File: src/kdpp_pkg.sv
// ============================================================================
// kdpp_pkg
// shared constants for the keyed decimal parameter parser: field widths,
// configuration register indexes, scan phase codes and character codes
// ============================================================================
package kdpp_pkg;

    // parameter defaults
    localparam int NAME_MAX_CHARS_DEF = 8;
    localparam int VALUE_BITS_DEF     = 32;

    // fixed field widths
    localparam int CHAR_W     = 8;
    localparam int NAME_LEN_W = 4;
    localparam int LIMIT_W    = 32;
    localparam int CFG_DATA_W = 64;
    localparam int CFG_IDX_W  = 4;
    localparam int POS_W      = 4;

    // configuration register indexes
    localparam logic [CFG_IDX_W-1:0] CFG_NAME_CHARS  = 4'd0;
    localparam logic [CFG_IDX_W-1:0] CFG_NAME_LENGTH = 4'd1;
    localparam logic [CFG_IDX_W-1:0] CFG_LOWER_LIMIT = 4'd2;
    localparam logic [CFG_IDX_W-1:0] CFG_UPPER_LIMIT = 4'd3;

    // scan phases
    localparam logic [1:0] PH_SEARCH     = 2'd0;
    localparam logic [1:0] PH_WAIT_VALUE = 2'd1;
    localparam logic [1:0] PH_VALUE      = 2'd2;
    localparam logic [1:0] PH_DONE       = 2'd3;

    // character codes
    localparam logic [CHAR_W-1:0] CH_SPACE = 8'h20;
    localparam logic [CHAR_W-1:0] CH_EQUAL = 8'h3D;
    localparam logic [CHAR_W-1:0] CH_PLUS  = 8'h2B;
    localparam logic [CHAR_W-1:0] CH_MINUS = 8'h2D;
    localparam logic [CHAR_W-1:0] CH_ZERO  = 8'h30;
    localparam logic [CHAR_W-1:0] CH_NINE  = 8'h39;
    localparam logic [CHAR_W-1:0] CH_TAB   = 8'h09;
    localparam logic [CHAR_W-1:0] CH_CR    = 8'h0D;

    localparam logic [POS_W-1:0] POS_MAX = 4'd15;

endpackage

File: src/keyed_decimal_param_parser_core.sv
// ============================================================================
// keyed_decimal_param_parser_core
// scans a command line one character per item, finds the configured name
// token and converts the token after it to a clamped signed integer
// ============================================================================
//
// usage
//   input channel  : i_valid / o_stall carry i_char_code and i_line_end; an
//                    item is taken at a rising edge with i_valid high and
//                    o_stall low. i_line_end marks the last character.
//   output channel : o_valid / i_stall carry o_param_value, o_name_found and
//                    o_value_taken; one result per line, none for other chars.
//   config port    : i_cfg_we writes i_cfg_data into register i_cfg_idx
//                    (0 name chars, 1 name length, 2 lower, 3 upper limit);
//                    written by the user only while no line result is pending; not enforced.
//   throughput     : one character per cycle while o_stall is low; the scan state
//                    update (compare plus times-ten accumulate) is combinational.
//   result path    : the line-end character is registered into the clamp stage
//                    record, then the clamped result into the output register.
//   reset          : synchronous active-low reset clears the scan state and
//                    held value and loads the register reset values.
//   stall          : a waiting result holds in the output register; one more
//                    finished line may wait in the clamp stage, after which
//                    o_stall rises until the output moves.
//
module keyed_decimal_param_parser_core #(
    parameter int NAME_MAX_CHARS = kdpp_pkg::NAME_MAX_CHARS_DEF,
    parameter int VALUE_BITS     = kdpp_pkg::VALUE_BITS_DEF
) (
    input  logic                              i_clk,
    input  logic                              i_rst_n,
    // character input
    input  logic                              i_valid,
    output logic                              o_stall,
    input  logic [kdpp_pkg::CHAR_W-1:0]       i_char_code,
    input  logic                              i_line_end,
    // result output
    output logic                              o_valid,
    input  logic                              i_stall,
    output logic signed [kdpp_pkg::LIMIT_W-1:0] o_param_value,
    output logic                              o_name_found,
    output logic                              o_value_taken,
    // configuration
    input  logic                              i_cfg_we,
    input  logic [kdpp_pkg::CFG_IDX_W-1:0]    i_cfg_idx,
    input  logic [kdpp_pkg::CFG_DATA_W-1:0]   i_cfg_data
);
    import kdpp_pkg::*;

    localparam int NAME_W = 8 * NAME_MAX_CHARS;
    localparam int PROD_W = VALUE_BITS + 4;
    // clamp arithmetic width, wide enough for value and limits plus sign
    localparam int CW     = ((VALUE_BITS > LIMIT_W) ? VALUE_BITS : LIMIT_W) + 1;

    localparam logic [VALUE_BITS-1:0] MAG_CAP = VALUE_BITS'(1) << (VALUE_BITS - 1);

    // configuration registers
    logic [NAME_W-1:0]         r_name_chars;
    logic [NAME_LEN_W-1:0]     r_name_length;
    logic signed [LIMIT_W-1:0] r_lower_limit;
    logic signed [LIMIT_W-1:0] r_upper_limit;

    // scan state
    logic [1:0]            r_phase,  n_phase;
    logic                  r_inside, n_inside;
    logic [POS_W-1:0]      r_pos,    n_pos;
    logic                  r_pm,     n_pm;
    logic                  r_neg,    n_neg;
    logic                  r_digit,  n_digit;
    logic                  r_bad,    n_bad;
    logic [VALUE_BITS-1:0] r_mag,    n_mag;

    // finished line waiting for the clamp stage
    logic                  r_fin_valid;
    logic                  r_fin_found;
    logic                  r_fin_taken;
    logic                  r_fin_neg;
    logic [VALUE_BITS-1:0] r_fin_mag;

    // held value and output register
    logic signed [LIMIT_W-1:0] r_held;
    logic                      r_out_valid;
    logic signed [LIMIT_W-1:0] r_out_value;
    logic                      r_out_found;
    logic                      r_out_taken;

    logic in_acc;
    logic fin_adv;
    logic sep;
    logic [CHAR_W-1:0] want;
    logic [PROD_W-1:0] prod;
    logic [CHAR_W-1:0] digit_val;
    logic              line_taken;

    // clamp stage signals
    logic signed [CW-1:0] mag_ext;
    logic signed [CW-1:0] x_val;
    logic signed [CW-1:0] lo_ext;
    logic signed [CW-1:0] hi_ext;
    logic signed [CW-1:0] clamp_val;

    // token position before this character is counted
    function automatic logic [POS_W-1:0] tok_pos();
        return r_inside ? r_pos : '0;
    endfunction

    // one finished line may move on when the output register is free or leaving
    assign fin_adv = r_fin_valid && (!r_out_valid || !i_stall);
    assign o_stall = r_fin_valid && !fin_adv;
    assign in_acc  = i_valid && !o_stall;

    assign sep = (i_char_code == CH_SPACE) || (i_char_code == CH_EQUAL);

    // expected name byte at the current token position
    always_comb begin
        want = '0;
        for (int k = 0; k < NAME_MAX_CHARS; k++) begin
            if (tok_pos() == POS_W'(k)) begin
                want = r_name_chars[8*k +: 8];
            end
        end
    end

    // times-ten accumulate for a digit, saturating at the magnitude cap
    assign digit_val = i_char_code - CH_ZERO;
    assign prod = (PROD_W'(r_mag) << 3) + (PROD_W'(r_mag) << 1)
                + PROD_W'(digit_val[3:0]);

    // scan next state
    always_comb begin
        logic [1:0]       ph;
        logic [POS_W-1:0] pos;
        logic             pm;
        ph        = r_phase;
        pos       = r_pos;
        pm        = r_pm;
        n_inside  = r_inside;
        n_neg     = r_neg;
        n_digit   = r_digit;
        n_bad     = r_bad;
        n_mag     = r_mag;
        if (r_phase == PH_SEARCH) begin
            if (!sep) begin
                if (!r_inside) begin
                    pm = 1'b1;
                end
                pos = tok_pos();
                // compare only inside the name, longer tokens never match
                if (({1'b0, pos} < (POS_W+1)'(NAME_MAX_CHARS)) && (pos < r_name_length)) begin
                    if (want != i_char_code) begin
                        pm = 1'b0;
                    end
                end else begin
                    pm = 1'b0;
                end
                if (pos < POS_MAX) begin
                    pos = pos + 1'b1;
                end
                n_inside = 1'b1;
            end
            if (n_inside && (sep || i_line_end)) begin
                n_inside = 1'b0;
                if (pm && (pos == r_name_length) && (r_name_length != '0)) begin
                    ph  = PH_WAIT_VALUE;
                    pos = '0;
                end
            end
        end else begin
            if ((ph == PH_WAIT_VALUE) && !sep) begin
                ph      = PH_VALUE;
                pos     = '0;
                n_neg   = 1'b0;
                n_digit = 1'b0;
                n_bad   = 1'b0;
                n_mag   = '0;
            end
            if (ph == PH_VALUE) begin
                if (!sep) begin
                    if (i_char_code inside {[CH_TAB:CH_CR]}) begin
                        // leading white space only
                        if (pos != '0) begin
                            n_bad = 1'b1;
                        end
                    end else if (i_char_code inside {CH_PLUS, CH_MINUS}) begin
                        if (pos == '0) begin
                            pos   = POS_W'(1);
                            n_neg = (i_char_code == CH_MINUS);
                        end else begin
                            n_bad = 1'b1;
                        end
                    end else if (i_char_code inside {[CH_ZERO:CH_NINE]}) begin
                        pos     = POS_W'(1);
                        n_digit = 1'b1;
                        if (prod > PROD_W'(MAG_CAP)) begin
                            n_mag = MAG_CAP;
                        end else begin
                            n_mag = prod[VALUE_BITS-1:0];
                        end
                    end else begin
                        n_bad = 1'b1;
                    end
                end
                if (sep || i_line_end) begin
                    ph = PH_DONE;
                end
            end
        end
        n_phase = ph;
        n_pos   = pos;
        n_pm    = pm;
    end

    assign line_taken = (n_phase == PH_DONE) && n_digit && !n_bad;

    // configuration writes
    always_ff @(posedge i_clk) begin
        if (!i_rst_n) begin
            r_name_chars  <= '0;
            r_name_length <= NAME_LEN_W'(1);
            r_lower_limit <= {1'b1, {(LIMIT_W-1){1'b0}}};
            r_upper_limit <= {1'b0, {(LIMIT_W-1){1'b1}}};
        end else if (i_cfg_we) begin
            case (i_cfg_idx)
                CFG_NAME_CHARS:  r_name_chars  <= i_cfg_data[NAME_W-1:0];
                CFG_NAME_LENGTH: r_name_length <= i_cfg_data[NAME_LEN_W-1:0];
                CFG_LOWER_LIMIT: r_lower_limit <= i_cfg_data[LIMIT_W-1:0];
                CFG_UPPER_LIMIT: r_upper_limit <= i_cfg_data[LIMIT_W-1:0];
                default: ;
            endcase
        end
    end

    // scan state, cleared after every line end
    always_ff @(posedge i_clk) begin
        if (!i_rst_n) begin
            r_phase  <= PH_SEARCH;
            r_inside <= 1'b0;
            r_pos    <= '0;
            r_pm     <= 1'b1;
            r_neg    <= 1'b0;
            r_digit  <= 1'b0;
            r_bad    <= 1'b0;
            r_mag    <= '0;
        end else if (in_acc) begin
            if (i_line_end) begin
                r_phase  <= PH_SEARCH;
                r_inside <= 1'b0;
                r_pos    <= '0;
                r_pm     <= 1'b1;
                r_neg    <= 1'b0;
                r_digit  <= 1'b0;
                r_bad    <= 1'b0;
                r_mag    <= '0;
            end else begin
                r_phase  <= n_phase;
                r_inside <= n_inside;
                r_pos    <= n_pos;
                r_pm     <= n_pm;
                r_neg    <= n_neg;
                r_digit  <= n_digit;
                r_bad    <= n_bad;
                r_mag    <= n_mag;
            end
        end
    end

    // finished line record
    always_ff @(posedge i_clk) begin
        if (!i_rst_n) begin
            r_fin_valid <= 1'b0;
        end else if (in_acc && i_line_end) begin
            r_fin_valid <= 1'b1;
        end else if (fin_adv) begin
            r_fin_valid <= 1'b0;
        end
    end

    always_ff @(posedge i_clk) begin
        if (in_acc && i_line_end) begin
            r_fin_found <= (n_phase != PH_SEARCH);
            r_fin_taken <= line_taken;
            r_fin_neg   <= n_neg;
            r_fin_mag   <= n_mag;
        end
    end

    // signed value of the number (or the held value when none was taken), saturated to the value range, then clamped
    always_comb begin
        mag_ext = CW'(r_fin_mag);
        if (r_fin_taken) begin
            if (r_fin_neg) begin
                x_val = -mag_ext;
            end else if (mag_ext > CW'(MAG_CAP) - CW'(1)) begin
                x_val = CW'(MAG_CAP) - CW'(1);
            end else begin
                x_val = mag_ext;
            end
        end else begin
            x_val = CW'(r_held);
        end
        lo_ext = CW'(r_lower_limit);
        hi_ext = CW'(r_upper_limit);
        // crossed limits: below lower wins over above upper
        if (x_val < lo_ext) begin
            clamp_val = lo_ext;
        end else if (x_val > hi_ext) begin
            clamp_val = hi_ext;
        end else begin
            clamp_val = x_val;
        end
    end

    always_ff @(posedge i_clk) begin
        if (!i_rst_n) begin
            r_held <= '0;
        end else if (fin_adv) begin
            r_held <= clamp_val[LIMIT_W-1:0];
        end
    end

    // output register
    always_ff @(posedge i_clk) begin
        if (!i_rst_n) begin
            r_out_valid <= 1'b0;
        end else if (fin_adv) begin
            r_out_valid <= 1'b1;
        end else if (!i_stall) begin
            r_out_valid <= 1'b0;
        end
    end

    always_ff @(posedge i_clk) begin
        if (fin_adv) begin
            r_out_value <= clamp_val[LIMIT_W-1:0];
            r_out_found <= r_fin_found;
            r_out_taken <= r_fin_taken;
        end
    end

    assign o_valid       = r_out_valid;
    assign o_param_value = r_out_value;
    assign o_name_found  = r_out_found;
    assign o_value_taken = r_out_taken;

    // a value is only taken after the name was found
    a_taken_needs_name: assert property (@(posedge i_clk) disable iff (!i_rst_n)
        r_fin_valid |-> (!r_fin_taken || r_fin_found))
        else $error("value taken without name");

    // the clamp stage holds its line until it can move on
    a_fin_holds: assert property (@(posedge i_clk) disable iff (!i_rst_n)
        (r_fin_valid && !fin_adv) |=> r_fin_valid)
        else $error("finished line dropped");

    // tokens are tracked only while searching for the name
    a_inside_search: assert property (@(posedge i_clk) disable iff (!i_rst_n)
        (r_phase != PH_SEARCH) |-> !r_inside)
        else $error("token flag set outside name search");

    // input backpressure only comes from a blocked finished line
    a_stall_cause: assert property (@(posedge i_clk) disable iff (!i_rst_n)
        o_stall |-> (r_fin_valid && r_out_valid && i_stall))
        else $error("input stalled without cause");

endmodule
File: config.mk
export PLATFORM = sky130hd
export DESIGN_NAME = keyed_decimal_param_parser_core
export DESIGN_NICKNAME = d
export VERILOG_FILES = /design/src/kdpp_pkg.sv /design/src/keyed_decimal_param_parser_core.sv
export SDC_FILE = /design/constraint.sdc
export NUM_CORES = 1
export LEC_CHECK = 0
export ABC_CLOCK_PERIOD_IN_PS = 6100
export BUFFER_PORTS_ARGS = -buffer_cell sky130_fd_sc_hd__buf_4
export CORE_AREA = 2 2 173 302
export CTS_BUF_LIST = sky130_fd_sc_hd__clkbuf_4
export DETAILED_ROUTE_END_ITERATION = 7
export DIE_AREA = 0 0 175 304
export PLACE_DENSITY = 0.5
export SLEW_MARGIN = 5
export SYNTH_ARGS = -nofsm -noshare
export SYNTH_HDL_FRONTEND = slang
export SYNTH_SLANG_ARGS = --single-unit
File: constraint.sdc
create_clock -name i_clk -period 6.1 [get_ports i_clk]
set_input_delay 1.525 -clock i_clk [delete_from_list [all_inputs] [get_ports i_clk]]
set_output_delay 1.525 -clock i_clk [all_outputs]
set_load 0.03 [all_outputs]
==> flow_summary.html, run 1 <==
<table>
<tr><th>Metric</th><th>Value</th></tr>
<tr><th colspan="2">Outcome</th></tr>
<tr><td>Result of the run</td><td>complete, no violations</td></tr>
<tr><th colspan="2">Synthesis</th></tr>
<tr><td>Average instance area after synthesis</td><td>roughly 8 sq um</td></tr>
<tr><td>Most area-consuming cells after synthesis</td><td>sky130_fd_sc_hd__dfxtp_1 (24%), sky130_fd_sc_hd__edfxtp_1 (12%), sky130_fd_sc_hd__ha_1 (9.7%), sky130_fd_sc_hd__nand2_1 (8.4%), sky130_fd_sc_hd__a21oi_1 (5.9%)</td></tr>
<tr><td>Compound-cell area share of the yosys netlist</td><td>23.97%</td></tr>
<tr><td>Share of synthesized area spent on multiplexers</td><td>approximately 2.7%</td></tr>
<tr><td>Register area share after synthesis</td><td>a little over a third</td></tr>
<tr><td>Dominant combinational cell family by area after synthesis</td><td>compound AO/OA/AOI/OAI gates</td></tr>
<tr><td>Most used standard cells in the synthesized netlist</td><td>sky130_fd_sc_hd__nand2_1 (393), sky130_fd_sc_hd__dfxtp_1 (209), sky130_fd_sc_hd__a21oi_1 (208), sky130_fd_sc_hd__nor2_1 (144), sky130_fd_sc_hd__ha_1 (137)</td></tr>
<tr><td>FF+latch count, synth</td><td>roughly 280</td></tr>
<tr><td>Top cell type's share of synthesized area</td><td>23.78%</td></tr>
<tr><td>Leading area contributor after synthesis</td><td>sky130_fd_sc_hd__dfxtp_1</td></tr>
<tr><td>Async SR Flop Fraction</td><td>0%</td></tr>
<tr><td>Adder-cell area share of the yosys netlist</td><td>9.972%</td></tr>
<tr><td>Top flip-flop cell by instance count after synthesis</td><td>sky130_fd_sc_hd__dfxtp_1</td></tr>
<tr><td>Xor-xnor portion of the synthesized cell area</td><td>around 2%</td></tr>
<tr><td>Count of synthesis-stage warnings from yosys</td><td>0</td></tr>
<tr><td>Cells after synthesis</td><td>2190</td></tr>
<tr><td>Synthesized-area fraction occupied by and/or/nand/nor cells</td><td>between 20% and 30%</td></tr>
<tr><td>Netlist area before placement</td><td>approximately 18000 sq um</td></tr>
<tr><td>Total nets after synthesis</td><td>between 2000 and 2500</td></tr>
<tr><td>Number of synthesized flops with an enable pin</td><td>69</td></tr>
<tr><td>Cell with the most instances after synthesis</td><td>sky130_fd_sc_hd__nand2_1</td></tr>
<tr><td>Post-synth cell types</td><td>87</td></tr>
<tr><th colspan="2">Worst hold path</th></tr>
<tr><td>Hold worst-path end</td><td>o_name_found</td></tr>
<tr><td>WHS Path Cells</td><td>0</td></tr>
<tr><td>Launch point of the worst hold path</td><td>r_fin_found</td></tr>
<tr><td>Hold Crit Class</td><td>reg2reg</td></tr>
<tr><th colspan="2">Placed design</th></tr>
<tr><td>Place WS</td><td>238.8 ps</td></tr>
<tr><td>Detailed-placement wirelength estimate</td><td>a little under 50000 microns</td></tr>
<tr><td>Placed inst area</td><td>approximately 19000 sq um</td></tr>
<tr><td>Port buffer count</td><td>117</td></tr>
<tr><td>Final weighted congestion in routability-driven placement</td><td>roughly 0.9</td></tr>
<tr><td>Count of placed standard cells including taps</td><td>2885</td></tr>
<tr><th colspan="2">Critical path</th></tr>
<tr><td>Start point of the critical path</td><td>r_fin_mag[0]</td></tr>
<tr><td>Worst Setup Start Kind</td><td>flip-flop</td></tr>
<tr><td>Worst r2r src</td><td>r_fin_mag[0]</td></tr>
<tr><td>Reg-to-Reg End</td><td>o_param_value[12]</td></tr>
<tr><td>Register-to-register setup slack</td><td>490 ps</td></tr>
<tr><td>Crit. End Element</td><td>flip-flop</td></tr>
<tr><td>Required time reported for the critical path endpoint</td><td>6570 ps</td></tr>
<tr><td>Kind of critical path</td><td>reg2reg</td></tr>
<tr><td>Data arrival, critical path</td><td>between 6000 and 7000 ps</td></tr>
<tr><td>Maximum net fanout on the critical path</td><td>34</td></tr>
<tr><td>Worst reg-to-reg path cell count</td><td>17</td></tr>
<tr><th colspan="2">STA</th></tr>
<tr><td>Final critical-path share of the clock period</td><td>between 90% and 100%</td></tr>
<tr><td>Max-slew violations</td><td>0</td></tr>
<tr><td>Worst hold margin</td><td>around 420 ps</td></tr>
<tr><td>Crit path time final</td><td>5613 ps</td></tr>
<tr><td>Slew at the pin closest to its max-slew limit</td><td>around 1100 ps</td></tr>
<tr><td>Worst setup slack after layout</td><td>487.1 ps</td></tr>
<tr><td>Worst Clk Skew</td><td>46.96 ps</td></tr>
<tr><td>Setup repair after global routing missed its margin</td><td>false</td></tr>
<tr><td>Total Neg Setup Slack</td><td>0 ps</td></tr>
<tr><td>Setup-failing EPs final</td><td>0</td></tr>
<tr><td>Fin. Hold Viols</td><td>0</td></tr>
<tr><td>Highest clock rate</td><td>~180 MHz</td></tr>
<tr><td>Worst slew margin</td><td>between 20% and 30%</td></tr>
<tr><th colspan="2">Layout</th></tr>
<tr><td>Ratio of cells with drive above 1 in the final layout</td><td>14.21%</td></tr>
<tr><td>Final net count</td><td>2508</td></tr>
<tr><td>Final Cell Area</td><td>20150 sq um</td></tr>
<tr><td>Final core occ</td><td>39.46%</td></tr>
<tr><td>Layout Area Growth over Synthesis</td><td>14.53%</td></tr>
<tr><td>Final standard cell count with taps included and fillers excluded</td><td>3018</td></tr>
<tr><th colspan="2">Power</th></tr>
<tr><td>Overall power after layout</td><td>~4.2 mW</td></tr>
<tr><td>Max IR drop VDD</td><td>a little over 0.09 mV</td></tr>
<tr><td>Ratio of total power to cell area</td><td>between 200 and 250 nW/um^2</td></tr>
<tr><td>Total leakage power</td><td>8.135 nW</td></tr>
<tr><th colspan="2">Drt</th></tr>
<tr><td>DRC violation count after routing</td><td>0</td></tr>
<tr><td>Count of vias placed by the detailed router</td><td>16810</td></tr>
<tr><td>Violation count after the first detailed-route iteration</td><td>937</td></tr>
<tr><td>Final WL</td><td>65070 microns</td></tr>
<tr><td>Antenna Nets Post-Route</td><td>0</td></tr>
<tr><td>Detail-routed via count per cell</td><td>5.570</td></tr>
<tr><td>TritonRoute pass-1 iters</td><td>7</td></tr>
<tr><td>Routed wire length per instance</td><td>21.56 microns</td></tr>
<tr><th colspan="2">Clocking</th></tr>
<tr><td>Deepest clock path buffer count</td><td>3</td></tr>
<tr><td>Number of hold buffers added after CTS</td><td>0</td></tr>
<tr><td>Clock Pin Slew Worst Setup and Hold Paths</td><td>70 ps</td></tr>
<tr><td>TritonCTS clock tree</td><td>yes</td></tr>
<tr><td>Number of gates resized after CTS</td><td>0</td></tr>
<tr><td>Buffers inserted by post-CTS timing repair</td><td>0</td></tr>
<tr><td>Clock tree sinks</td><td>278</td></tr>
<tr><td>H-tree Lvls</td><td>3</td></tr>
<tr><td>Num CTS Buffers</td><td>72</td></tr>
<tr><td>Clock insertion delay at the later pin of the skew report</td><td>800 ps</td></tr>
<tr><td>Library cell used as clock root buffer</td><td>sky130_fd_sc_hd__clkbuf_4</td></tr>
<tr><th colspan="2">Global routing</th></tr>
<tr><td>Vias in the first global route</td><td>16930</td></tr>
<tr><td>GR Util All Layers</td><td>24.09%</td></tr>
<tr><td>Global-route wire length before repair</td><td>98570 microns</td></tr>
<tr><td>Largest net degree at the start of global routing</td><td>around 80</td></tr>
<tr><td>Congestion Overflow GR</td><td>0</td></tr>
<tr><td>Number of antenna violations at the first check in global routing</td><td>2</td></tr>
<tr><th colspan="2">Die</th></tr>
<tr><td>Initial cell density of the core</td><td>34.45%</td></tr>
<tr><td>Die outline height</td><td>304 microns</td></tr>
<tr><td>Area inside the core boundary</td><td>51060 sq um</td></tr>
<tr><td>Floorplan row count</td><td>110</td></tr>
<tr><td>Die footprint</td><td>53200 sq um</td></tr>
<tr><td>Top-level port count</td><td>118</td></tr>
<tr><td>Horizontal die dimension</td><td>175 microns</td></tr>
<tr><th colspan="2">Flow run</th></tr>
<tr><td>Max Cap Viol</td><td>0</td></tr>
</table>
metal layers:
layer / vias to the layer above / part of all wire [%] / global-route usage [%]
li1: 8156 / - / -
met1: 7978 / 36 / 24.78
met2: 497 / 53 / 44.99
met3: 179 / 4.3 / 3.261
met4: 0 / 6.6 / 15.66
met5: - / 0 / 0
critical path: stages (launching register included):
cell,delay [ps]
sky130_fd_sc_hd__edfxtp_1,540
sky130_fd_sc_hd__inv_1,110
sky130_fd_sc_hd__ha_1,170
sky130_fd_sc_hd__or3b_2,510
sky130_fd_sc_hd__nor2_1,330
sky130_fd_sc_hd__nand3_1,180
sky130_fd_sc_hd__o41ai_1,360
sky130_fd_sc_hd__mux2i_1,510
sky130_fd_sc_hd__mux2_2,300
sky130_fd_sc_hd__ha_1,150
sky130_fd_sc_hd__nand4_1,210
sky130_fd_sc_hd__nor4_1,450
sky130_fd_sc_hd__a22oi_1,120
sky130_fd_sc_hd__a31o_2,280
sky130_fd_sc_hd__a31oi_4,300
sky130_fd_sc_hd__buf_12,280
sky130_fd_sc_hd__mux2i_1,280
sky130_fd_sc_hd__o21ai_0,190
worst max-delay path by stage:
stage / endpoint / depth (start not counted) / slack [ps]
2_1_floorplan: r_fin_mag[13] / 17 / 900
3_3_place_gp: r_fin_mag[13] / 16 / 370
3_5_place_dp: r_fin_mag[15] / 15 / 240
4_1_cts: o_param_value[12] / 17 / 530
5_1_grt: o_param_value[4] / 17 / 210
6_report: o_param_value[12] / 17 / 490
flip-flops by register name (all words and copies together), names as in the netlist, 2 cells and up:
name and count:
r_phase 2, r_mag 32, r_name_chars 64, r_fin_mag 32, o_param_value 32, r_upper_limit 32
r_lower_limit 32, r_name_length 4, r_pos 4, r_held 32
layout make-up:
type	count	area, sq um
Tap cell	672	840.8
Sequential cell	278	6256
Timing Repair Buffer	152	1204
Fill cell	5287	30910
Clock inverter	27	191.4
Multi-Input combinational cell	1676	10470
Antenna cell	3	7.507
Inverter	107	402.9
Clock buffer	103	773.2
cell usage in the layout, fill, tap and decap left out, drive strengths merged, types with 52 or more instances in the layout:
master / Yosys / routed
nor2: 144 / 144
edfxtp: 69 / 69
dfxtp: 209 / 209
clkbuf: 114 / 103
a21oi: 210 / 210
buf: 15 / 152
o21ai: 138 / 138
nand3: 60 / 60
o211ai: 52 / 52
ha: 137 / 137
inv: 106 / 107
nand2: 393 / 393
logic make-up after synthesis:
kind of cell             Yosys count
AND/OR/NAND/NOR                  802
AO/OA/AOI/OAI                    649
flip-flops                       278
buffers and inverters            236
adder cells (fa/ha/maj)          139
multiplexers                      45
XOR/XNOR                          41
power breakdown:
group	internal, mW	switching [mW]	leakage (nW)	total, mW
clock	0.911	0.863	0.574	1.77
combinational	0.179	0.311	5.20	0.491
sequential	1.94	0.0362	2.36	1.97
total	3.03	1.21	8.14	4.24
(Power assumes the default switching activity.)
==> run 2, diff against run 1 <==
--- a/config.mk
+++ b/config.mk
@@ -12,6 +12,7 @@
 export DETAILED_ROUTE_END_ITERATION = 7
 export DIE_AREA = 0 0 175 304
 export PLACE_DENSITY = 0.5
+export RECOVER_POWER = 50
 export SLEW_MARGIN = 5
 export SYNTH_ARGS = -nofsm -noshare
 export SYNTH_HDL_FRONTEND = slang
==> flow_summary.html, run 2 (synthesis results as in run 1) <==
<table>
<tr><th>Metric</th><th>Value</th></tr>
<tr><th colspan="2">Critical path</th></tr>
<tr><td>CP cell instances</td><td>inv_1, ha_1, or3b_2, nor2_1, nand3_1, o41ai_1, mux2i_1, mux2_2, ha_1, nand4_1, nor4_1, a22oi_1, a31o_2, a31oi_4, buf_12, mux2i_1, o21ai_0 (unchanged)</td></tr>
<tr><td>Cell with the largest stage delay on the worst path</td><td>sky130_fd_sc_hd__edfxtp_1 (unchanged)</td></tr>
<tr><td>Worst Path Buf+Inv</td><td>2 (unchanged)</td></tr>
<tr><td>Worst Setup Start Kind</td><td>flip-flop (unchanged)</td></tr>
<tr><td>Maximum net fanout on the critical path</td><td>34 (unchanged)</td></tr>
<tr><td>Cell type group with the largest total delay on the critical path</td><td>simple AND/OR/NAND/NOR gates (unchanged)</td></tr>
<tr><td>Kind of critical path</td><td>reg2reg (unchanged)</td></tr>
<tr><td>Largest incremental delay on the critical path</td><td>530 ps (was 540 ps)</td></tr>
<tr><td>Required time reported for the critical path endpoint</td><td>6570 ps (about the same)</td></tr>
<tr><td>Crit. End Element</td><td>flip-flop (unchanged)</td></tr>
<tr><td>Data arrival, critical path</td><td>6090 ps (was 6080 ps)</td></tr>
<tr><th colspan="2">Power</th></tr>
<tr><td>Ratio of total power to cell area</td><td>210.8 nW/um^2 (was 210.3 nW/um^2)</td></tr>
<tr><td>Total leakage power</td><td>8.113 nW (was 8.135 nW)</td></tr>
<tr><td>Max IR drop VDD</td><td>0.09348 mV (was 0.09350 mV)</td></tr>
<tr><td>Overall power after layout</td><td>4.242 mW (was 4.236 mW)</td></tr>
<tr><th colspan="2">Placed design</th></tr>
<tr><td>Place WS</td><td>238.8 ps (unchanged)</td></tr>
<tr><td>Final weighted congestion in routability-driven placement</td><td>0.9102 (unchanged)</td></tr>
<tr><td>Port buffer count</td><td>117 (unchanged)</td></tr>
<tr><td>Detailed-placement wirelength estimate</td><td>48320 microns (unchanged)</td></tr>
<tr><th colspan="2">Layout</th></tr>
<tr><td>Most common cell after layout, fill and taps aside</td><td>sky130_fd_sc_hd__nand2_1 (unchanged)</td></tr>
<tr><td>Largest Register</td><td>r_name_chars (unchanged)</td></tr>
<tr><td>Ratio of cells with drive above 1 in the final layout</td><td>13.96% (was 14.21%)</td></tr>
<tr><td>Number of flip-flops in the largest register</td><td>64 (unchanged)</td></tr>
<tr><td>Final net count</td><td>2508 (unchanged)</td></tr>
<tr><td>Layout Area Growth over Synthesis</td><td>14.41% (was 14.53%)</td></tr>
<tr><td># fillers</td><td>5294 (was 5287)</td></tr>
<tr><td>Commonest cells after routing, fill and taps aside</td><td>sky130_fd_sc_hd__nand2_1 (393), sky130_fd_sc_hd__dfxtp_1 (209), sky130_fd_sc_hd__a21oi_1 (207) (unchanged)</td></tr>
<tr><th colspan="2">Die</th></tr>
<tr><td>Die outline height</td><td>304 microns (unchanged)</td></tr>
<tr><td>Floorplan row count</td><td>110 (unchanged)</td></tr>
<tr><td>Initial cell density of the core</td><td>34.45% (unchanged)</td></tr>
<tr><td>Horizontal die dimension</td><td>175 microns (unchanged)</td></tr>
<tr><td>Die footprint</td><td>53200 sq um (unchanged)</td></tr>
<tr><td>Area inside the core boundary</td><td>51060 sq um (unchanged)</td></tr>
<tr><td>Top-level port count</td><td>118 (unchanged)</td></tr>
<tr><th colspan="2">Drt</th></tr>
<tr><td>Antenna Nets Post-Route</td><td>0 (unchanged)</td></tr>
<tr><td>TritonRoute pass-1 iters</td><td>6 (was 7)</td></tr>
<tr><td>Violation count after the first detailed-route iteration</td><td>945 (was 937)</td></tr>
<tr><td>Detail-routed via count per cell</td><td>5.569 (was 5.570)</td></tr>
<tr><td>Routed wire length per instance</td><td>21.60 microns (was 21.56 microns)</td></tr>
<tr><td>Final WL</td><td>65200 microns (was 65070 microns)</td></tr>
<tr><td>Count of vias placed by the detailed router</td><td>16810 (about the same)</td></tr>
<tr><td>DRC violation count after routing</td><td>0 (unchanged)</td></tr>
<tr><th colspan="2">Global routing</th></tr>
<tr><td>Global-route wire length before repair</td><td>98570 microns (unchanged)</td></tr>
<tr><td>Vias in the first global route</td><td>16930 (unchanged)</td></tr>
<tr><td>Largest net degree at the start of global routing</td><td>82 (unchanged)</td></tr>
<tr><td>GR Util All Layers</td><td>24.09% (unchanged)</td></tr>
<tr><td>Number of antenna violations at the first check in global routing</td><td>2 (unchanged)</td></tr>
<tr><td>Congestion Overflow GR</td><td>0 (unchanged)</td></tr>
<tr><th colspan="2">Clocking</th></tr>
<tr><td>Clock insertion delay at the later pin of the skew report</td><td>800 ps (about the same)</td></tr>
<tr><td>Number of hold buffers added after CTS</td><td>0 (unchanged)</td></tr>
<tr><td>Deepest clock path buffer count</td><td>3 (unchanged)</td></tr>
<tr><td>Clock tree sinks</td><td>278 (unchanged)</td></tr>
<tr><td>Number of gates resized after CTS</td><td>0 (unchanged)</td></tr>
<tr><td>TritonCTS clock tree</td><td>yes (unchanged)</td></tr>
<tr><td>Clock Pin Slew Worst Setup and Hold Paths</td><td>70 ps (about the same)</td></tr>
<tr><td>Num CTS Buffers</td><td>72 (unchanged)</td></tr>
<tr><td>Buffers inserted by post-CTS timing repair</td><td>0 (unchanged)</td></tr>
<tr><td>Library cell used as clock root buffer</td><td>sky130_fd_sc_hd__clkbuf_4 (unchanged)</td></tr>
<tr><td>H-tree Lvls</td><td>3 (unchanged)</td></tr>
<tr><th colspan="2">Worst hold path</th></tr>
<tr><td>Hold Crit Class</td><td>reg2reg (unchanged)</td></tr>
<tr><th colspan="2">Outcome</th></tr>
<tr><td>Result of the run</td><td>complete, but fails checks (was complete, no violations)</td></tr>
<tr><td>Violations in the final reports</td><td>max-capacitance violations, max-slew violations</td></tr>
<tr><th colspan="2">STA</th></tr>
<tr><td>Setup-failing EPs final</td><td>0 (unchanged)</td></tr>
<tr><td>Total Neg Setup Slack</td><td>0 ps (unchanged)</td></tr>
<tr><td>Max-slew violations</td><td>238 (was 0)</td></tr>
<tr><td>Highest clock rate</td><td>177.9 MHz (was 178.2 MHz)</td></tr>
<tr><td>Setup repair after global routing missed its margin</td><td>false (unchanged)</td></tr>
<tr><td>Crit path time final</td><td>5620 ps (was 5613 ps)</td></tr>
<tr><td>Worst slew margin</td><td>-116.3% (was 28.86%)</td></tr>
<tr><td>Worst Clk Skew</td><td>46.99 ps (was 46.96 ps)</td></tr>
<tr><td>Worst setup slack after layout</td><td>480.3 ps (was 487.1 ps)</td></tr>
<tr><td>Worst hold margin</td><td>423.5 ps (was 418.8 ps)</td></tr>
<tr><td>Slew at the pin closest to its max-slew limit</td><td>3244 ps (was 1064 ps)</td></tr>
<tr><td>Final critical-path share of the clock period</td><td>92.13% (was 92.01%)</td></tr>
<tr><td>Fin. Hold Viols</td><td>0 (unchanged)</td></tr>
<tr><th colspan="2">Flow run</th></tr>
<tr><td>Max Cap Viol</td><td>4 (was 0)</td></tr>
</table>
-- run 2: changes by cell type in the layout (fill, tap and decap cells not counted), sizes merged --
cell / before / now
clkbuf: 103 / 110
buf: 152 / 145
clkinv: 24 / 23
clkinvlp: 0 / 1
-- run 2: per-stage QoR --
step                area, sq um  instances  utilization [%]
finish                    20130       3018            39.42
global route              20130       3018            39.42
CTS                       20140       3015            39.44
detailed placement        19180       2885            37.55
global placement          19180       2885            37.55
floorplan                 17590       2190                -
-- run 2: layout make-up --
cell class / instances / area (sq um) / area share [%]
multi-input cells: 1676 / 10470 / 52.03
flip-flops and latches: 278 / 6256 / 31.08
repair buffers: 152 / 1182 / 5.875
well taps: 672 / 840.8 / 4.178
clock buffers: 103 / 773.2 / 3.842
inverters: 107 / 402.9 / 2.002
clock inverters: 27 / 191.4 / 0.9511
diodes: 3 / 7.507 / 0.03730
-- run 2: worst paths after layout --
path | startpoint | to | slack (ps) | cells past startpoint
worst max-delay path | r_fin_mag[0] | o_param_value[12] | 480 | 17
worst min-delay path | r_fin_found | o_name_found | 420 | 0
worst max register to register | r_fin_mag[0] | o_param_value[12] | 480 | 17
worst min register to register | r_fin_found | o_name_found | 420 | 0
-- run 2: power by group --
part           switching [mW]  internal, mW  leakage [nW]
registers              0.0364          1.94          2.36
logic                   0.312         0.179          5.18
clock network           0.867         0.911         0.574
-- run 2: per-layer routing --
metal / vias to the layer above / global-route usage (%) / part of all wire, %
li1: 8150 / - / -
met1: 7996 / 24.78 / 37
met2: 483 / 44.99 / 53
met3: 178 / 3.261 / 3.9
met4: 0 / 15.66 / 6.6
met5: - / 0 / 0
==> run 3, diff against run 2 <==
==> constraint.sdc (replaced) <==
create_clock -name i_clk -period 6.1 [get_ports i_clk]
set_input_delay 0.61 -clock i_clk [delete_from_list [all_inputs] [get_ports i_clk]]
set_output_delay 0.61 -clock i_clk [all_outputs]
set_load 0.03 [all_outputs]
==> flow_summary.html, run 3 (synthesis results as in run 1) <==
<table>
<tr><th>Metric</th><th>Value</th></tr>
<tr><th colspan="2">Clocking</th></tr>
<tr><td>Clock tree sinks</td><td>278 (unchanged)</td></tr>
<tr><td>H-tree Lvls</td><td>3 (unchanged)</td></tr>
<tr><td>Clock insertion delay at the later pin of the skew report</td><td>840 ps (was 800 ps)</td></tr>
<tr><td>Num CTS Buffers</td><td>72 (unchanged)</td></tr>
<tr><td>Deepest clock path buffer count</td><td>3 (unchanged)</td></tr>
<tr><td>TritonCTS clock tree</td><td>yes (unchanged)</td></tr>
<tr><td>Library cell used as clock root buffer</td><td>sky130_fd_sc_hd__clkbuf_4 (unchanged)</td></tr>
<tr><td>Clock Pin Slew Worst Setup and Hold Paths</td><td>70 ps (about the same)</td></tr>
<tr><th colspan="2">Drt</th></tr>
<tr><td>DRC violation count after routing</td><td>0 (unchanged)</td></tr>
<tr><td>Detail-routed via count per cell</td><td>5.573 (was 5.569)</td></tr>
<tr><td>Count of vias placed by the detailed router</td><td>16850 (was 16810)</td></tr>
<tr><td>Antenna Nets Post-Route</td><td>0 (unchanged)</td></tr>
<tr><td>Violation count after the first detailed-route iteration</td><td>1251 (was 945)</td></tr>
<tr><td>Routed wire length per instance</td><td>21.61 microns (was 21.60 microns)</td></tr>
<tr><td>Final WL</td><td>65360 microns (was 65200 microns)</td></tr>
<tr><td>TritonRoute pass-1 iters</td><td>6 (unchanged)</td></tr>
<tr><th colspan="2">Global routing</th></tr>
<tr><td>Vias in the first global route</td><td>16720 (was 16930)</td></tr>
<tr><td>Largest net degree at the start of global routing</td><td>80 (was 82)</td></tr>
<tr><td>Global-route wire length before repair</td><td>98570 microns (unchanged)</td></tr>
<tr><td>GR Util All Layers</td><td>24.18% (was 24.09%)</td></tr>
<tr><td>Congestion Overflow GR</td><td>0 (unchanged)</td></tr>
<tr><td>Number of antenna violations at the first check in global routing</td><td>2 (unchanged)</td></tr>
<tr><th colspan="2">Die</th></tr>
<tr><td>Die outline height</td><td>304 microns (unchanged)</td></tr>
<tr><td>Initial cell density of the core</td><td>34.45% (unchanged)</td></tr>
<tr><td>Area inside the core boundary</td><td>51060 sq um (unchanged)</td></tr>
<tr><td>Floorplan row count</td><td>110 (unchanged)</td></tr>
<tr><td>Top-level port count</td><td>118 (unchanged)</td></tr>
<tr><td>Horizontal die dimension</td><td>175 microns (unchanged)</td></tr>
<tr><td>Die footprint</td><td>53200 sq um (unchanged)</td></tr>
<tr><th colspan="2">STA</th></tr>
<tr><td>Final critical-path share of the clock period</td><td>89.89% (was 92.13%)</td></tr>
<tr><td>Max-slew violations</td><td>315 (was 238)</td></tr>
<tr><td>Worst Clk Skew</td><td>80.21 ps (was 46.99 ps)</td></tr>
<tr><td>Worst slew margin</td><td>-116.7% (was -116.3%)</td></tr>
<tr><td>Highest clock rate</td><td>182.4 MHz (was 177.9 MHz)</td></tr>
<tr><td>Setup-failing EPs final</td><td>0 (unchanged)</td></tr>
<tr><td>Fin. Hold Viols</td><td>0 (unchanged)</td></tr>
<tr><td>Slew at the pin closest to its max-slew limit</td><td>3251 ps (was 3244 ps)</td></tr>
<tr><td>Total Neg Setup Slack</td><td>0 ps (unchanged)</td></tr>
<tr><td>Crit path time final</td><td>5483 ps (was 5620 ps)</td></tr>
<tr><td>Setup repair after global routing missed its margin</td><td>false (unchanged)</td></tr>
<tr><th colspan="2">Power</th></tr>
<tr><td>Switching pwr</td><td>1.197 mW (was 1.215 mW)</td></tr>
<tr><td>Total leakage power</td><td>8.060 nW (was 8.113 nW)</td></tr>
<tr><td>Max IR drop VDD</td><td>0.1056 mV (was 0.09348 mV)</td></tr>
<tr><td>Clock share of power</td><td>42.0% (was 41.9%)</td></tr>
<tr><td>Switching Fraction</td><td>28.22% (was 28.65%)</td></tr>
<tr><td>Cell-internal power</td><td>3.045 mW (was 3.026 mW)</td></tr>
<tr><td>Register share of total power</td><td>46.5% (about the same)</td></tr>
<tr><td>Ratio of total power to cell area</td><td>210.9 nW/um^2 (was 210.8 nW/um^2)</td></tr>
<tr><td>Combinational fraction of design power</td><td>11.5% (was 11.6%)</td></tr>
<tr><th colspan="2">Critical path</th></tr>
<tr><td>CP cell instances</td><td>or4_1, nor3_1, nand4_1, a211oi_1, a31oi_1, mux2_2, ha_1, a21o_1, a21o_1, a21oi_1, o21ai_0, a32oi_1, o211ai_1, a21oi_4, buf_4, o21ai_0 (was inv_1, ha_1, or3b_2, nor2_1, nand3_1, o41ai_1, mux2i_1, mux2_2, ha_1, nand4_1, nor4_1, a22oi_1, a31o_2, a31oi_4, buf_12, mux2i_1, o21ai_0)</td></tr>
<tr><td>Cell with the largest stage delay on the worst path</td><td>sky130_fd_sc_hd__nor3_1 (was sky130_fd_sc_hd__edfxtp_1)</td></tr>
<tr><td>Worst r2r src</td><td>r_fin_mag[10] (was r_fin_mag[0])</td></tr>
<tr><td>Required time reported for the critical path endpoint</td><td>6610 ps (was 6570 ps)</td></tr>
<tr><td>Crit. End Element</td><td>flip-flop (unchanged)</td></tr>
<tr><td>Worst Setup Start Kind</td><td>flip-flop (unchanged)</td></tr>
<tr><td>Worst reg-to-reg path cell count</td><td>16 (was 17)</td></tr>
<tr><td>Kind of critical path</td><td>reg2reg (unchanged)</td></tr>
<tr><td>Data arrival, critical path</td><td>5990 ps (was 6090 ps)</td></tr>
<tr><td>Reg-to-Reg End</td><td>o_param_value[25] (was o_param_value[12])</td></tr>
<tr><td>Maximum net fanout on the critical path</td><td>20 (was 34)</td></tr>
<tr><td>Register-to-register setup slack</td><td>620 ps (was 480 ps)</td></tr>
<tr><td>Largest incremental delay on the critical path</td><td>600 ps (was 530 ps)</td></tr>
<tr><th colspan="2">Layout</th></tr>
<tr><td>Final net count</td><td>2516 (was 2508)</td></tr>
<tr><td>Commonest cells after routing, fill and taps aside</td><td>sky130_fd_sc_hd__nand2_1 (393), sky130_fd_sc_hd__dfxtp_1 (209), sky130_fd_sc_hd__a21oi_1 (207) (unchanged)</td></tr>
<tr><td>Most common cell after layout, fill and taps aside</td><td>sky130_fd_sc_hd__nand2_1 (unchanged)</td></tr>
<tr><td>Ratio of cells with drive above 1 in the final layout</td><td>13.25% (was 13.96%)</td></tr>
<tr><td>Final Cell Area</td><td>20120 sq um (was 20130 sq um)</td></tr>
<tr><td>Layout Area Growth over Synthesis</td><td>14.35% (was 14.41%)</td></tr>
<tr><td>Number of flip-flops in the largest register</td><td>64 (unchanged)</td></tr>
<tr><td>Largest Register</td><td>r_name_chars (unchanged)</td></tr>
<tr><th colspan="2">Placed design</th></tr>
<tr><td>Final weighted congestion in routability-driven placement</td><td>0.9463 (was 0.9102)</td></tr>
<tr><td>Port buffer count</td><td>117 (unchanged)</td></tr>
<tr><td>Detailed-placement wirelength estimate</td><td>49130 microns (was 48320 microns)</td></tr>
<tr><td>Placed inst area</td><td>19140 sq um (was 19180 sq um)</td></tr>
<tr><th colspan="2">Outcome</th></tr>
<tr><td>Violations in the final reports</td><td>max-capacitance violations, max-slew violations (unchanged)</td></tr>
<tr><td>Result of the run</td><td>complete, but fails checks (unchanged)</td></tr>
<tr><th colspan="2">Worst hold path</th></tr>
<tr><td>Hold Crit Class</td><td>in2reg (was reg2reg)</td></tr>
<tr><td>WHS Path Cells</td><td>3 (was 0)</td></tr>
<tr><td>Launch point of the worst hold path</td><td>i_cfg_data[20] (was r_fin_found)</td></tr>
<tr><td>Hold worst-path end</td><td>r_upper_limit[20] (was o_name_found)</td></tr>
<tr><th colspan="2">Flow run</th></tr>
<tr><td>Max Cap Viol</td><td>7 (was 4)</td></tr>
</table>
## run 3: stage by stage
stage / hold slack, ps / power [mW] / instances / setup slack (ps) / utilization (%)
after floorplan: 400.3 / 2.288 / 2190 / 1061 / -
after global placement: 412.3 / 2.498 / 2885 / 631.6 / 37.48
after detailed placement: 418.0 / 2.501 / 2885 / 616.8 / 37.48
after CTS: 1.949 / 4.307 / 3020 / 606.8 / 39.54
after global routing: 25.09 / 4.434 / 3022 / 150.0 / 39.39
final: 58.00 / 4.243 / 3024 / 616.5 / 39.40
## run 3: how the worst max path moves through the flow
stage | from | to | slack (ps) | cells after the start
floorplan | r_fin_mag[10] | o_param_value[2] | 1060 | 16
global placement | r_fin_mag[8] | o_param_value[3] | 630 | 15
detailed placement | r_fin_mag[8] | o_param_value[5] | 620 | 17
CTS | r_fin_mag[10] | o_param_value[5] | 610 | 17
global route | r_fin_mag[10] | r_held[30] | 150 | 15
finish | r_fin_mag[10] | o_param_value[25] | 620 | 16
## run 3: worst max-delay path: cells and delay by family (launching register included)
family / cells / cell delay [ps]
adder cells (fa/ha/maj): 1 / 300
multiplexers: 1 / 320
buffers and inverters: 1 / 350
AND/OR/NAND/NOR: 3 / 1520
flip-flops: 1 / 460
AO/OA/AOI/OAI: 10 / 2230
## run 3: what timing repair did
item	4_1_cts	5_1_grt
hold buffers	8	0
endpoints found under the hold margin	9	0
resized for setup	0	0
setup buffers	0	0
## run 3: cell type report
| cell class | count | area, sq um |
|---|---|---|
| Antenna cell | 4 | 10.01 |
| Clock buffer | 107 | 803.3 |
| Clock inverter | 20 | 170.2 |
| Fill cell | 5335 | 30940 |
| Inverter | 107 | 402.9 |
| Multi-Input combinational cell | 1676 | 10470 |
| Sequential cell | 278 | 6256 |
| Tap cell | 672 | 840.8 |
| Timing Repair Buffer | 160 | 1161 |
## run 3: routing by layer
metal	part of all wire, %	GRT usage, %
met1	36	24.75
met2	53	44.82
met3	3.9	3.173
met4	7.4	16.86
met5	0	0
## run 3: power by group through the flow
stage / registers, mW / logic, mW / clock network [mW]
finish: 1.97 / 0.489 / 1.78
global route: 1.98 / 0.532 / 1.92
global placement: 2.01 / 0.485 / 0
CTS: 1.97 / 0.494 / 1.84
floorplan: 2.02 / 0.273 / 0
detailed placement: 2.01 / 0.488 / 0
